[config.mk]
export PLATFORM = sky130hd
export DESIGN_NAME = u8250_port_upd
export DESIGN_NICKNAME = d
export VERILOG_FILES = /design/src/hdl/u8250_pkg.sv /design/src/hdl/u8250_port_upd.sv
export SDC_FILE = /design/constraint.sdc
export NUM_CORES = 1
export LEC_CHECK = 0
export BUFFER_PORTS_ARGS = -buffer_cell sky130_fd_sc_hd__buf_4
export CAP_MARGIN = 20
export CORE_MARGIN = 1
export CORE_UTILIZATION = 40
export DETAILED_ROUTE_END_ITERATION = 8
export PLACE_DENSITY = 0.81
export SLEW_MARGIN = 20
export SYNTH_ARGS = -nofsm -noshare
export SYNTH_HDL_FRONTEND = slang
export SYNTH_SLANG_ARGS = --single-unit
[constraint.sdc]
create_clock -name vclk -period 3.85
set_input_delay 0.385 -clock vclk [all_inputs]
set_output_delay 0.385 -clock vclk [all_outputs]
set_load 0.01 [all_outputs]
[src/hdl/u8250_pkg.sv]
// ----------------------------------------------------------------------------
// u8250_pkg
// types, register offsets and reset values of the 8250-style port registers
// ----------------------------------------------------------------------------
package u8250_pkg;

  localparam int NUM_PORTS  = 4;
  localparam int REQ_TYPE_W = 2;
  localparam int PORT_W     = 2;
  localparam int REG_IDX_W  = 3;
  localparam int DATA_W     = 8;
  localparam int DIV_W      = 16;

  localparam int ADDR_CLOG = (NUM_PORTS > 1) ? $clog2(NUM_PORTS) : 1;
  localparam int ADDR_W    = (ADDR_CLOG > PORT_W) ? PORT_W : ADDR_CLOG;

  localparam logic [DIV_W-1:0] EXP_DIV_RESET = 16'd96;

  // transaction kinds
  localparam logic [REQ_TYPE_W-1:0] REQ_BUS_WR = 2'd0;
  localparam logic [REQ_TYPE_W-1:0] REQ_BUS_RD = 2'd1;
  localparam logic [REQ_TYPE_W-1:0] REQ_RX     = 2'd2;
  localparam logic [REQ_TYPE_W-1:0] REQ_MSI    = 2'd3;

  // register offsets
  localparam logic [REG_IDX_W-1:0] REG_RBR = 3'd0;
  localparam logic [REG_IDX_W-1:0] REG_IER = 3'd1;
  localparam logic [REG_IDX_W-1:0] REG_IIR = 3'd2;
  localparam logic [REG_IDX_W-1:0] REG_LCR = 3'd3;
  localparam logic [REG_IDX_W-1:0] REG_MCR = 3'd4;
  localparam logic [REG_IDX_W-1:0] REG_LSR = 3'd5;
  localparam logic [REG_IDX_W-1:0] REG_MSR = 3'd6;
  localparam logic [REG_IDX_W-1:0] REG_SCR = 3'd7;

  // interrupt identification codes
  localparam logic [2:0] IIR_NONE = 3'b001;
  localparam logic [2:0] IIR_RLS  = 3'b110;
  localparam logic [2:0] IIR_RDA  = 3'b100;
  localparam logic [2:0] IIR_THRE = 3'b010;
  localparam logic [2:0] IIR_MSR  = 3'b000;

  // pending source bits
  localparam int PEND_RDA  = 0;
  localparam int PEND_THRE = 1;
  localparam int PEND_RLS  = 2;
  localparam int PEND_MSR  = 3;

  // register bits
  localparam int LCR_DLAB = 7;
  localparam int MCR_OUT2 = 3;
  localparam int MCR_LOOP = 4;
  localparam int LSR_DR   = 0;
  localparam int LSR_OE   = 1;
  localparam int LSR_FE   = 3;

  localparam logic [7:0] LSR_RESET    = 8'h60;
  localparam logic [7:0] LSR_THR_IDLE = 8'h20;
  localparam logic [7:0] LSR_ERR_MASK = 8'h1f;
  localparam logic [7:0] LSR_ERR_CLR  = 8'he1;

  typedef struct packed {
    logic [REQ_TYPE_W-1:0] req_type;
    logic [PORT_W-1:0]     port;
    logic [REG_IDX_W-1:0]  reg_index;
    logic [DATA_W-1:0]     data;
  } req_t;

  typedef struct packed {
    logic [DATA_W-1:0] read_data;
    logic              irq_update;
    logic              irq_level;
    logic              modem_ctrl_valid;
    logic [DATA_W-1:0] modem_ctrl_out;
  } rsp_t;

  typedef struct packed {
    logic [7:0] div_lo;
    logic [7:0] div_hi;
    logic [7:0] ier;
    logic [2:0] iir;
    logic [7:0] lcr;
    logic [7:0] mcr;
    logic [7:0] lsr;
    logic [7:0] msr;
    logic [7:0] scr;
    logic [7:0] rbr;
    logic [3:0] pend;
  } port_state_t;

  localparam port_state_t PORT_RESET = '{
    div_lo: 8'h00, div_hi: 8'h00, ier: 8'h00, iir: IIR_NONE,
    lcr: 8'h00, mcr: 8'h00, lsr: LSR_RESET, msr: 8'h00,
    scr: 8'h00, rbr: 8'h00, pend: 4'h0
  };

endpackage

[src/hdl/u8250_port_upd.sv]
// ----------------------------------------------------------------------------
// u8250_port_upd
// next register state and result of one port for one transaction
// ----------------------------------------------------------------------------
module u8250_port_upd import u8250_pkg::*; (
  input  port_state_t      cur,
  input  req_t             req,
  input  logic [DIV_W-1:0] exp_div,
  output port_state_t      nxt,
  output rsp_t             rsp
);

  logic       dlab;
  logic       eval;
  logic [7:0] lsr_v;
  logic [7:0] msr_v;
  logic [3:0] msr_chg;
  logic [3:0] act;

  assign dlab    = cur.lcr[LCR_DLAB];
  assign msr_chg = cur.msr[7:4] ^ req.data[7:4];

  always_comb begin
    nxt   = cur;
    eval  = 1'b0;
    lsr_v = 8'h00;
    msr_v = 8'h00;
    act   = 4'h0;
    rsp   = '0;
    unique case (req.req_type)
      REQ_BUS_WR: begin
        unique case (req.reg_index)
          REG_RBR: begin
            if (dlab) begin
              nxt.div_lo = req.data;
            end else begin
              // loopback: transmitted byte lands in the receiver
              if (cur.mcr[MCR_LOOP]) begin
                nxt.lsr[LSR_DR] = 1'b1;
                nxt.rbr         = req.data;
              end
              nxt.pend[PEND_THRE] = 1'b0;
              eval                = 1'b1;
            end
          end
          REG_IER: begin
            if (dlab) begin
              nxt.div_hi = req.data;
            end else begin
              nxt.ier = req.data;
            end
          end
          REG_LCR: nxt.lcr = req.data;
          REG_MCR: begin
            nxt.mcr              = req.data;
            rsp.modem_ctrl_valid = 1'b1;
            rsp.modem_ctrl_out   = req.data;
          end
          REG_SCR: nxt.scr = req.data;
          default: ;
        endcase
      end
      REQ_BUS_RD: begin
        unique case (req.reg_index)
          REG_RBR: begin
            if (dlab) begin
              rsp.read_data = cur.div_lo;
            end else begin
              rsp.read_data      = cur.rbr;
              nxt.lsr[LSR_DR]    = 1'b0;
              nxt.pend[PEND_RDA] = 1'b0;
              eval               = 1'b1;
            end
          end
          REG_IER: rsp.read_data = dlab ? cur.div_hi : cur.ier;
          REG_IIR: begin
            rsp.read_data       = {5'b0, cur.iir};
            nxt.pend[PEND_THRE] = 1'b0;
            eval                = 1'b1;
          end
          REG_LCR: rsp.read_data = cur.lcr;
          REG_MCR: rsp.read_data = cur.mcr;
          REG_LSR: begin
            lsr_v              = cur.lsr | LSR_THR_IDLE;
            rsp.read_data      = lsr_v;
            nxt.lsr            = ((lsr_v & LSR_ERR_MASK) != 8'h00) ? (lsr_v & LSR_ERR_CLR)
                                                                   : lsr_v;
            nxt.pend[PEND_RLS] = 1'b0;
            eval               = 1'b1;
          end
          REG_MSR: begin
            msr_v = cur.msr;
            // loopback: mcr low nibble drives the modem inputs
            if (cur.mcr[MCR_LOOP]) begin
              msr_v = {cur.mcr[3:0], cur.msr[7:4] ^ cur.mcr[3:0]};
            end
            rsp.read_data      = msr_v;
            nxt.msr            = {msr_v[7:4], 4'h0};
            nxt.pend[PEND_MSR] = 1'b0;
            eval               = 1'b1;
          end
          REG_SCR: rsp.read_data = cur.scr;
          default: ;
        endcase
      end
      REQ_RX: begin
        lsr_v = cur.lsr;
        if ({cur.div_hi, cur.div_lo} != exp_div) begin
          lsr_v[LSR_FE] = 1'b1;
        end
        if (cur.lsr[LSR_DR]) begin
          lsr_v[LSR_OE] = 1'b1;
        end
        lsr_v[LSR_DR]      = 1'b1;
        nxt.lsr            = lsr_v;
        nxt.rbr            = req.data;
        nxt.pend[PEND_RDA] = 1'b1;
        eval               = 1'b1;
      end
      REQ_MSI: begin
        if (msr_chg != 4'h0) begin
          nxt.msr            = {req.data[7:4], msr_chg};
          nxt.pend[PEND_MSR] = 1'b1;
          eval               = 1'b1;
        end
      end
      default: ;
    endcase

    // interrupt priority, only while out2 is set
    if (eval && nxt.mcr[MCR_OUT2]) begin
      act            = nxt.pend & nxt.ier[3:0];
      rsp.irq_update = 1'b1;
      rsp.irq_level  = (act != 4'h0);
      priority if (act[PEND_RLS]) begin
        nxt.iir = IIR_RLS;
      end else if (act[PEND_RDA]) begin
        nxt.iir = IIR_RDA;
      end else if (act[PEND_THRE]) begin
        nxt.iir = IIR_THRE;
      end else if (act[PEND_MSR]) begin
        nxt.iir = IIR_MSR;
      end else begin
        nxt.iir = IIR_NONE;
      end
    end
  end

endmodule
==> impl_metrics.tcl, run 1 <==
set metrics [dict create \
    outcome "completed" \
    start_util_pct 41.98 \
    antenna_left 0 \
    dp_cells 594 \
    num_vias 3624 \
    fp.coreArea_sq_um 5991 \
    routed_wl_mm 11.75 \
    ys_top_cells_by_area "mux2_2, xor2_1, mux2i_1" \
    drive_above_1_share_pct 53.18 \
    die_x_um 81.29 \
    fp.dieH_um 81.29 \
    area_growth_pct 61.04 \
    rsz0062_at_grt "no" \
    maxCapViolations 0 \
    finalHoldViolCount 0 \
    worst_pin_slew_ns 0.6604 \
    cp_top_family "buffers and inverters" \
    cp-end-kind "primary output" \
    post-route-min-period_ns 3.057 \
    firstDrtPassIters 6 \
    die_area_sq_um 6608 \
    path_buf_inv 4 \
    grt_max_degree 35 \
    final_nets 635 \
    yosysTopAreaCellShare_pct 25.07 \
    drt_iter0_drc 312 \
    tns_ns 0 \
    period_share_pct 79.40 \
    post_cts_buffers 0 \
    ys_warn_count 0 \
    ys_types 59 \
    crit_type "input port to primary output" \
    cpMaxStageDelayCell "ha_1" \
    gp_congestion 0.9273 \
    seq_area_sq_um 0 \
    antenna_found_initial 0 \
    postSynthCellCount 339 \
    cellPowerDensity_nw_per_um2 124.3 \
    cp_cell_sequence "buf_4 -> inv_1 -> ha_1 -> inv_1 -> nor3b_4 -> mux2_4 -> o221a_4 -> mux2_2 -> buf_4" \
    syn_area_per_cell_sq_um 7.419 \
    clkbuf_count 0 \
    ioPinCount 208 \
    hold_buffers 0 \
    critical_path_required_ns 3.46 \
    drcViolationCount 0 \
    via_per_inst 6.101 \
    port_buffers 206 \
    netlist_area_sq_um 2515 \
    flops_and_latches 0 \
    setup_viol 0 \
    power.total_uw 503.4 \
    ir_drop_mv 0.08353 \
    row_count 28 \
    wl_per_cell_um 19.78 \
    grt_pass1_vias 3189 \
    grt_usage_pct 32.26 \
    power.leakage_uw 0.001983 \
    synth_top_area_cell "mux2_2" \
    worstHoldPathType "input port to primary output" \
    drv_slew 0 \
    slowest_delay_ns 0.48 \
    hpwl_mm 9.361 \
    cts_resized 0 \
    overflow 0 \
    slew_headroom_pct 55.64 \
    worst-path-max-fanout 14 \
    cp-start-kind "input port" \
    grt_pass1_wl_mm 16.58 \
    fin_hold_ws_ns 0.9609 \
    max_freq_mhz 327.1 \
    cp.arrival_ns 2.67 \
    final_cells 594 \
    antennaDiodeCount 0 \
    syn-num-nets 453 \
    ys_seq_area_share_pct 0 \
]
## cells in the final DEF, fill, tap and decap left out, types with 3 or more instances in the layout
master | synthesis | final
a32oi_1 | 6 | 6
a22o_1 | 14 | 14
nand2_1 | 22 | 22
nor4_1 | 5 | 5
nand3_1 | 7 | 7
o21ai_1 | 4 | 4
a31oi_1 | 6 | 6
a22oi_1 | 15 | 15
a21o_1 | 5 | 5
o211ai_1 | 5 | 5
ha_1 | 4 | 4
nor2_1 | 16 | 16
mux2_2 | 56 | 56
inv_1 | 10 | 10
xnor2_1 | 3 | 3
buf_4 | 3 | 210
a21oi_1 | 20 | 20
nor2b_1 | 7 | 7
xor2_1 | 20 | 20
and2_1 | 11 | 11
mux2i_1 | 13 | 13
o21ai_0 | 18 | 18
## area by class of cell
class	count	area (sq um)
inverter	11	41.29
tap	75	93.84
multi-input combinational	298	2338
timing repair buffer	210	1577
fill	550	1941
## synthesized netlist by cell type (2+ instances only)
cell	instances
buf_4	3
o21ai_0	18
nand4_1	2
buf_2	9
xor2_1	20
and3b_1	2
clkbuf_1	18
nor2b_1	7
xnor2_1	3
a222oi_1	2
and2_1	11
a31oi_1	6
a21oi_1	20
a32oi_1	6
a221o_1	2
mux2_2	56
nor4_1	5
ha_1	4
nand3_1	7
o211ai_1	5
o21ai_1	4
a22o_1	14
nor2_1	16
nand2b_1	2
nand2_1	22
a21o_1	5
a41oi_1	2
a22oi_1	15
inv_1	10
mux2i_1	13
nand3b_1	2
## layer usage
metal | wire length [um] | track usage (%) | vias up
met5 | 0 | 0 | -
met4 | 269 | 8.929 | 0
met3 | 1060 | 2.584 | 26
met2 | 5870 | 56.50 | 244
met1 | 4549 | 41.64 | 1695
li1 | - | - | 1659
## per-stage QoR
step	setup slack, ns	area (sq um)	utilization (%)
floorplan	1.542	2515	-
global placement	0.9249	4050	67.61
detailed placement	0.8522	4050	67.61
CTS	0.8403	4050	67.61
global route	0.7409	4050	67.61
finish	0.7932	4050	67.61
## worst paths after layout
check	to	cells after the start	slack, ns	startpoint
setup / recovery	nxt[52]	9	0.79	req[13]
hold / removal	nxt[34]	2	0.96	cur[34]
## where the power goes
part,switching (uW),internal (uW),total (uW)
Sequential,0,0,0
Clock,0,0,0
Combinational,247,257,503
Total,247,257,503
## logic make-up after synthesis
family / share of synthesized area (%)
adder cells (fa/ha/maj): 1.990
AND/OR/NAND/NOR: 20.80
buffers and inverters: 7.015
XOR/XNOR: 8.010
AO/OA/AOI/OAI: 31.35
multiplexers: 30.85
No activity file was read; power rests on OpenSTA's default activity.
==> inputs of run 2 (changes only) <==
--- a/config.mk
+++ b/config.mk
@@ -5,12 +5,13 @@
 export SDC_FILE = /design/constraint.sdc
 export NUM_CORES = 1
 export LEC_CHECK = 0
+export ABC_AREA = 1
 export BUFFER_PORTS_ARGS = -buffer_cell sky130_fd_sc_hd__buf_4
 export CAP_MARGIN = 20
 export CORE_MARGIN = 1
-export CORE_UTILIZATION = 40
+export CORE_UTILIZATION = 36
 export DETAILED_ROUTE_END_ITERATION = 8
-export PLACE_DENSITY = 0.81
+export PLACE_DENSITY = 0.79
 export SLEW_MARGIN = 20
 export SYNTH_ARGS = -nofsm -noshare
 export SYNTH_HDL_FRONTEND = slang
==> constraint.sdc (replaced) <==
create_clock -name vclk -period 2.7
set_input_delay 0.27 -clock vclk [all_inputs]
set_output_delay 0.27 -clock vclk [all_outputs]
set_load 0.01 [all_outputs]
==> impl_metrics.tcl, run 2 <==
set metrics [dict create \
    fp.coreArea_sq_um 6096 \
    slew_headroom_pct 57.36 \
    synthSimpleGateAreaFrac_pct 42.68 \
    grt_pass1_vias 3415 \
    grt_max_degree 18 \
    hold_end "nxt[35]" \
    period_share_pct 85.03 \
    cellPowerDensity_nw_per_um2 173.6 \
    synth-adder-area-share_pct 2.145 \
    max_freq_mhz 435.6 \
    syn_area_per_cell_sq_um 5.007 \
    finalHoldViolCount 0 \
    overflow 0 \
    ys_types 40 \
    fin_util_pct 64.43 \
    antenna_left 0 \
    fin_hold_ws_ns 0.7330 \
    tns_ns 0 \
    ir_drop_mv 0.1006 \
    yosysTopAreaCellShare_pct 22.52 \
    crit_type "input port to primary output" \
    maxCapViolations 0 \
    most-common-layout-cells "buf_4, nand2_1, inv_1, o21ai_0, nor2_1" \
    synth-xor-area-share_pct 4.879 \
    seq_area_sq_um 0 \
    firstDrtPassIters 5 \
    grt_pass1_wl_mm 17.04 \
    via_per_inst 5.361 \
    fp.dieH_um 82.51 \
    antennaDiodeCount 0 \
    port_buffers 206 \
    netlist_area_sq_um 2333 \
    ys_seq_area_share_pct 0 \
    power.leakage_uw 0.002298 \
    postSynthCellCount 466 \
    start_util_pct 38.28 \
    post-route-min-period_ns 2.296 \
    wl_per_cell_um 16.39 \
    drcViolationCount 0 \
    outcome "completed" \
    gp_congestion 0.9167 \
    cp.arrival_ns 2.03 \
    ioPinCount 208 \
    ys_warn_count 0 \
    critical_path_required_ns 2.43 \
    cpMaxStageDelayCell "ha_1" \
    grt_usage_pct 33.25 \
    clkbuf_count 0 \
    slowest_delay_ns 0.43 \
    synth_top_area_cell "nand2_1" \
    num_vias 3951 \
    rsz0062_at_grt "no" \
    syn-num-nets 580 \
    die_area_sq_um 6808 \
    row_count 28 \
    cp_cell_sequence "buf_4 -> inv_1 -> ha_1 -> inv_2 -> nor2_8 -> nand2_1 -> nand2_2 -> nand2_1 -> inv_2 -> nand2_4 -> inv_4 -> nand3_1 -> nand2_1 -> buf_4" \
    worst_pin_slew_ns 0.6375 \
    worstHoldPathType "input port to primary output" \
    synthMuxAreaShare_pct 0 \
    final_nets 778 \
    worst-path-max-fanout 8 \
    ys_top_cells_by_count "nand2_1, inv_1, o21ai_0" \
    area_growth_pct 68.31 \
    drv_slew 0 \
    final_common_cell "buf_4" \
    cts_resized 0 \
    holdPathStages 2 \
    hpwl_mm 10.13 \
    cp-end-kind "primary output" \
    synth_compound_area_share_pct 33.14 \
    flops_and_latches 0 \
    hold_buffers 0 \
    synth_most_common_cell "nand2_1" \
    crit_top_cell "nand2_1" \
    ys_top_cells_by_area "nand2_1, o21ai_0, inv_1" \
    setup_viol 0 \
    post_cts_buffers 0 \
    drt_iter0_drc 278 \
    antenna_found_initial 0 \
    synth_top_family_by_area "simple AND/OR/NAND/NOR gates" \
    die_x_um 82.51 \
    routed_wl_mm 12.08 \
    min_from "cur[35]" \
    cp-start-kind "input port" \
    drive_above_1_share_pct 37.16 \
]
==> run 2: cell count changes after synthesis, moves of 15 or more <==
cell | previous run | this run
clkbuf_1 | 18 | 3
inv_1 | 10 | 68
mux2_2 | 56 | 0
nand2_1 | 22 | 140
nor2_1 | 16 | 31
o21ai_0 | 18 | 68
xor2_1 | 20 | 0
==> run 2: cell families after synthesis <==
group,Yosys count
buffers and inverters,97
AOI/OAI and AO/OA,133
and+or+nand+nor,219
adders and majority gates,4
xor gates and xnor gates,13
==> run 2: cell type report <==
| type | count | area (sq um) |
|---|---|---|
| Fill cell | 617 | 2168 |
| Inverter | 81 | 309.0 |
| Tap cell | 75 | 93.84 |
| Multi-Input combinational cell | 369 | 1933 |
| Timing Repair Buffer | 212 | 1592 |
==> run 2: worst max-delay path: cells and delay by family <==
family,cells,cell delay [ns]
fa+ha+maj,1,0.43
buf+inv,6,0.62
simple gates,7,0.69
==> run 2: stage by stage <==
step / setup slack, ns / cell area [sq um] / total power (uW) / std cells
floorplan: 0.8867 / 2333 / 305.8 / 466
global placement: 0.4815 / 3928 / 665.7 / 737
detailed placement: 0.4456 / 3928 / 672.2 / 737
CTS: 0.4401 / 3928 / 675.3 / 737
global route: 0.2069 / 3928 / 735.9 / 737
finish: 0.4043 / 3928 / 681.8 / 737
==> run 2: routing by layer <==
layer,up-vias,global-route usage [%],wire length [um]
met5,-,0,0
met1,1762,42.00,4879
met3,25,5.604,1158
met2,245,57.11,5732
li1,1919,-,-
met4,0,10.52,312
==> run 2: power by group <==
group          switching (uW)  total, uW  internal [uW]
clock                       0          0              0
combinational             358        682            323
sequential                  0          0              0
total                     358        682            323
==> run 2: how the worst max path moves through the flow <==
stage / startpoint / endpoint / slack, ns / depth (start not counted)
after global routing: req[13] / nxt[73] / 0.21 / 8
after global placement: req[13] / nxt[78] / 0.48 / 8
after CTS: req[13] / nxt[78] / 0.44 / 8
final: req[13] / nxt[52] / 0.40 / 14
after detailed placement: req[13] / nxt[78] / 0.45 / 8
after floorplan: req[13] / nxt[54] / 0.89 / 12
